==> src/rtl/tmcr_ram.sv <==
// ----------------------------------------------------------------------------
// tmcr_ram: generic simple dual port RAM
// One write port and one read port, read data registered.
// ----------------------------------------------------------------------------
module tmcr_ram #(
  parameter int WIDTH = 8,
  parameter int DEPTH = 256,
  parameter int AW    = (DEPTH > 1) ? $clog2(DEPTH) : 1
) (
  input  logic             clk,
  input  logic             we,
  input  logic [AW-1:0]    waddr,
  input  logic [WIDTH-1:0] wdata,
  input  logic [AW-1:0]    raddr,
  output logic [WIDTH-1:0] rdata
);

  logic [WIDTH-1:0] mem [DEPTH];
  logic [WIDTH-1:0] rdata_r;

  always_ff @(posedge clk) begin
    if (we) begin
      mem[waddr] <= wdata;
    end
    rdata_r <= mem[raddr];
  end

  assign rdata = rdata_r;

endmodule

==> config.mk <==
export PLATFORM = sky130hd
export DESIGN_NAME = tmcr_ram
export DESIGN_NICKNAME = d
export VERILOG_FILES = /design/src/rtl/tmcr_ram.sv
export SDC_FILE = /design/constraint.sdc
export NUM_CORES = 2
export LEC_CHECK = 0
export BUFFER_PORTS_ARGS = -buffer_cell sky130_fd_sc_hd__buf_2
export CORE_ASPECT_RATIO = 1.1
export CORE_MARGIN = 2
export CORE_UTILIZATION = 50
export CTS_CLUSTER_SIZE = 28
export DETAILED_ROUTE_END_ITERATION = 10
export GPL_TIMING_DRIVEN = 0
export HOLD_SLACK_MARGIN = 0.15
export PLACE_DENSITY_LB_ADDON = 0.3
export SLEW_MARGIN = 20
export SYNTH_ARGS = -nofsm -noshare
export SYNTH_HDL_FRONTEND = slang
export SYNTH_SLANG_ARGS = --single-unit
==> constraint.sdc <==
create_clock -name clk -period 2.24 [get_ports clk]
set_input_delay 0.448 -clock clk [delete_from_list [all_inputs] [get_ports clk]]
set_output_delay 0.448 -clock clk [all_outputs]
set_load 0.02 [all_outputs]
# [After elaboration in Yosys (flattened, before gate mapping)]
# Memories as Yosys holds them, arrays and structs flattened. A register that Yosys moved wholly into a read port is not among the register bits.
# Index checks and enable logic that the tools add are counted.
[classes] n_addsub=0 n_mul=0 div_mod_pow=0 magnitude_cmp=0 n_eq_ne=0 n_shift=0 muxes=2 bitwise_logic=0 n_reduce_logical=0
[op_table] cell="2-to-1 mux 1 bit" count=2
[word_totals] reg_bits=0 latchBits=0 mem_bits_rw=2048 mem_bits_ro=0 in_bits=26 output_inout_bits=8 elab_cells=3 n_memories=1
[mem_list] memory="mem" depth=256 word_bits=8 rd=1 rd_clocked_by_memory_dff=1 write_ports=1 line_no="18" rtl="logic [WIDTH-1:0] mem [DEPTH];"

# [Depth between registers and ports, before layout]
[logic_depth] depth_word=2 ltp_mapped=11 depth_no_buf=6

# [Worst setup path before layout]
# Ideal clock, no wire load.
[synth_timing] path_type="input port to flip-flop" startpoint="in raddr[0]" endpoint="reg rdata_r[2] (netlist: rdata[2]), read port of mem" setup_time_ns=0.131 arrival_time_ns=2.255 required_ns=2.109 slack_ns=-0.146 path_stages=9 cell_sequence="buf_6 > buf_12 > buf_8 > buf_2 > mux4_2 > a22oi_1 > a21oi_1 > nor4_1 > nor4_2"
[synth_rtl] element="from (decl)" line_no="14" rtl="input logic [AW-1:0] raddr,"
[synth_rtl] element="to (decl)" line_no="19" rtl="logic [WIDTH-1:0] rdata_r;"

==> flow_summary.toml <==
[synth]
postSynthAreaPerCell_um2 = 21.3
synth_edf_count = 2048
synth_cell_types = 55
synth_nets = 3759
synthCells = 3733
yosys_warnings = 0
synthArstFlopShare_pct = 0
synth-seq-area-share_pct = 77.5
synth_ff_type = "edfxtp_1"
synth_area_mm2 = 0.0796
synth-seq-cells = 2056

[cts]
htree_levels = 4
clk_pin_slew_ns = 0.06
cts.sinks = 2056
clock_path_buffers = 3
worstSkewPairLatency_ns = 0.87
numCtsBuffers = 197
cts_tree = "built"
clock-root-buffer = "clkbuf_16"

[worst_setup_path]
startpoint_type = "primary input"
worstPathArrival_ns = 3.25
critPathTopFamily = "buffers and inverters"
cp.required_ns = 2.93
worst-path-max-fanout = 10
crit_chain = "buf_2, buf_2, clkbuf_2, nor2_1, a2111oi_4, nor3_1, nor4_4"
cpMostUsedCell = "buf_2"
slowest_stage = "nor4_4"
cp_num_buf_inv = 3
crit_type = "primary input to register"
end_kind = "register"
slowest_delay_ns = 0.64

[sta]
fin_skew_ns = 0.0483
setup_ws_ns = -0.322
finalCriticalPeriod_ns = 2.56
relSlewSlack_pct = 23.1
setup_violations = 102
finalMaxSlewViolations = 0
finalCritPeriodShare_pct = 114
rsz0062_at_grt = "yes"
worst_slew_pin_slew_ns = 1.15
max_freq_ghz = 0.390
hold_viol = 0

[power_and_ir_drop]
power_density_mw_per_mm2 = 866
peakVddDrop_v = 0.000723
p_leak_nw = 28.2

[global_route]
first_global_vias = 41100
grt_max_degree = 137
grt_pass1_wl_um = 324000
antenna_found_initial = 17
grt_overflow = 0
gr-usage-all-layers_pct = 29.2

[layout]
final_common_cell = "edfxtp_1"
syn_to_final_growth_pct = 16.1
layout-drive-gt1-share_pct = 31.8
regArea_mm2 = 0.0617
nFillCells = 11200
nets = 4020
multiInputGateArea_mm2 = 0.0187
fin_util_pct = 58.4
final-instance-count-excl-fill = 6251
mostFrequentLayoutCells = "edfxtp_1 (2,048), mux4_2 (454), clkbuf_16 (197), mux2i_1 (132), a22oi_1 (127)"

[placement]
io_buffers = 26
dp.cells = 5871
place_congestion = 0.963
dpl.hpwl_um = 156000

[routing]
via_count = 41800
vias_per_cell = 6.68
drt-initial-drc-count = 6516
wl_um = 235000
firstDrtPassIters = 11
drc_errors = 2
ant_nets = 0
wl_per_cell_um = 37.6

[die]
num_rows = 153
die_w_um = 384
design.core.area_mm2 = 0.158
die-area_mm2 = 0.162
die_h_um = 422
start_util_pct = 50.3
ios = 34

[run_status]
status = "finished with violations"
violations = "DRC, setup timing"

[min_path]
hp-class = "primary input to register"

[job]
cap_violations = 0
-- Yosys cell counts, types with 6 or more instances --
library cell	count	area [um^2]
buf_8	13	195
mux2i_1	134	1340
nor2_1	282	1060
a22oi_1	133	998
o21ai_0	10	50.1
clkbuf_1	111	417
edfxtp_1	2048	61500
buf_12	8	160
a221oi_1	13	114
buf_6	21	236
nor3_1	22	110
o221ai_1	46	403
o211ai_1	10	75.1
nor4_1	24	150
nand2_1	33	124
a211oi_1	16	120
o22ai_1	28	175
a21oi_1	96	480
buf_2	31	155
nand2b_1	8	50.1
a22o_1	8	70.1
buf_1	22	82.6
buf_4	27	203
dfxtp_1	8	160
and2_1	6	37.5
mux4_2	454	10200
nor2b_1	31	194
nand3_1	34	170
nand4_1	10	62.6
-- power breakdown --
group          switching, mW  total, mW  internal [mW]
Combinational           3.45       5.15           1.70
Clock                   14.6       32.4           17.7
Sequential            0.0255       42.4           42.4
-- layer usage --
| layer | track usage [%] | routed length [um] | up-vias |
|---|---|---|---|
| met1 | 38.7 | 82400 | 21900 |
| met4 | 16.1 | 14600 | 16 |
| met2 | 44.3 | 109000 | 2999 |
| met3 | 7.88 | 29100 | 627 |
| li1 | - | - | 16300 |
| met5 | 0 | 108 | - |
-- cells by family after synthesis --
logic type,synth area share [%]
AO/OA/AOI/OAI,3.42
flip-flops,77.5
buffers and inverters,1.83
multiplexers,14.6
AND/OR/NAND/NOR,2.63
-- worst reg2reg max path, delay by kind of cell, from the launching register on --
| kind | cells | cell delay (ns) |
|---|---|---|
| mux | 2 | 1.04 |
| simple gates | 3 | 0.95 |
| flops | 1 | 0.37 |
-- cell type report --
cell class / count / share of cell area (%)
Multi-Input combinational cell: 1442 / 20.2
Sequential cell: 2056 / 66.8
Clock buffer: 235 / 5.49
Tap cell: 2092 / 2.83
Timing Repair Buffer: 65 / 0.924
Buffer: 230 / 2.51
Inverter: 2 / 0.0108
Antenna cell: 4 / 0.0108
Clock inverter: 125 / 1.24
-- registers in the layout (all words and copies together) (netlist names) --
register  count
rdata         8
mem        2048
-- metrics by stage --
step | cell area (um^2) | power (mW) | hold WS [ns] | TNS (ns) | setup slack [ns]
global route | 92400 | 81.6 | 0.196 | -3.89 | -0.261
floorplan | 79800 | 45.4 | 0.547 | -5.77 | -0.0268
CTS | 91700 | 79.8 | 0.162 | -1.24 | -0.236
global placement | 82600 | 47.7 | 0.866 | -7232.30 | -3.25
finish | 92400 | 80.0 | 0.182 | -5.48 | -0.322
detailed placement | 83300 | 47.8 | 0.833 | -2130.89 | -2.68
-- worst paths after layout --
check                  startpoint              endpoint  slack [ns]  cells after the start
min                      wdata[5]  mem[24][5]$_DFFE_PP_        0.18                      2
max reg2reg  mem[83][4]$_DFFE_PP_      rdata[4]$_DFF_P_       -0.31                      5
min reg2reg  mem[41][3]$_DFFE_PP_      rdata[3]$_DFF_P_        1.36                      6
max                      raddr[5]      rdata[4]$_DFF_P_       -0.32                      7
-- repair_timing --
item / in CTS / in global routing
hold endpoints to repair: 334 / 0
setup endpoints to repair: 1376 / 986
setup buffers: 4 / 9
gates resized for setup: 570 / 164
pin swaps: 26 / 36
hold buffers: 6 / 0
Note: power is estimated with default switching activity, not from simulation.
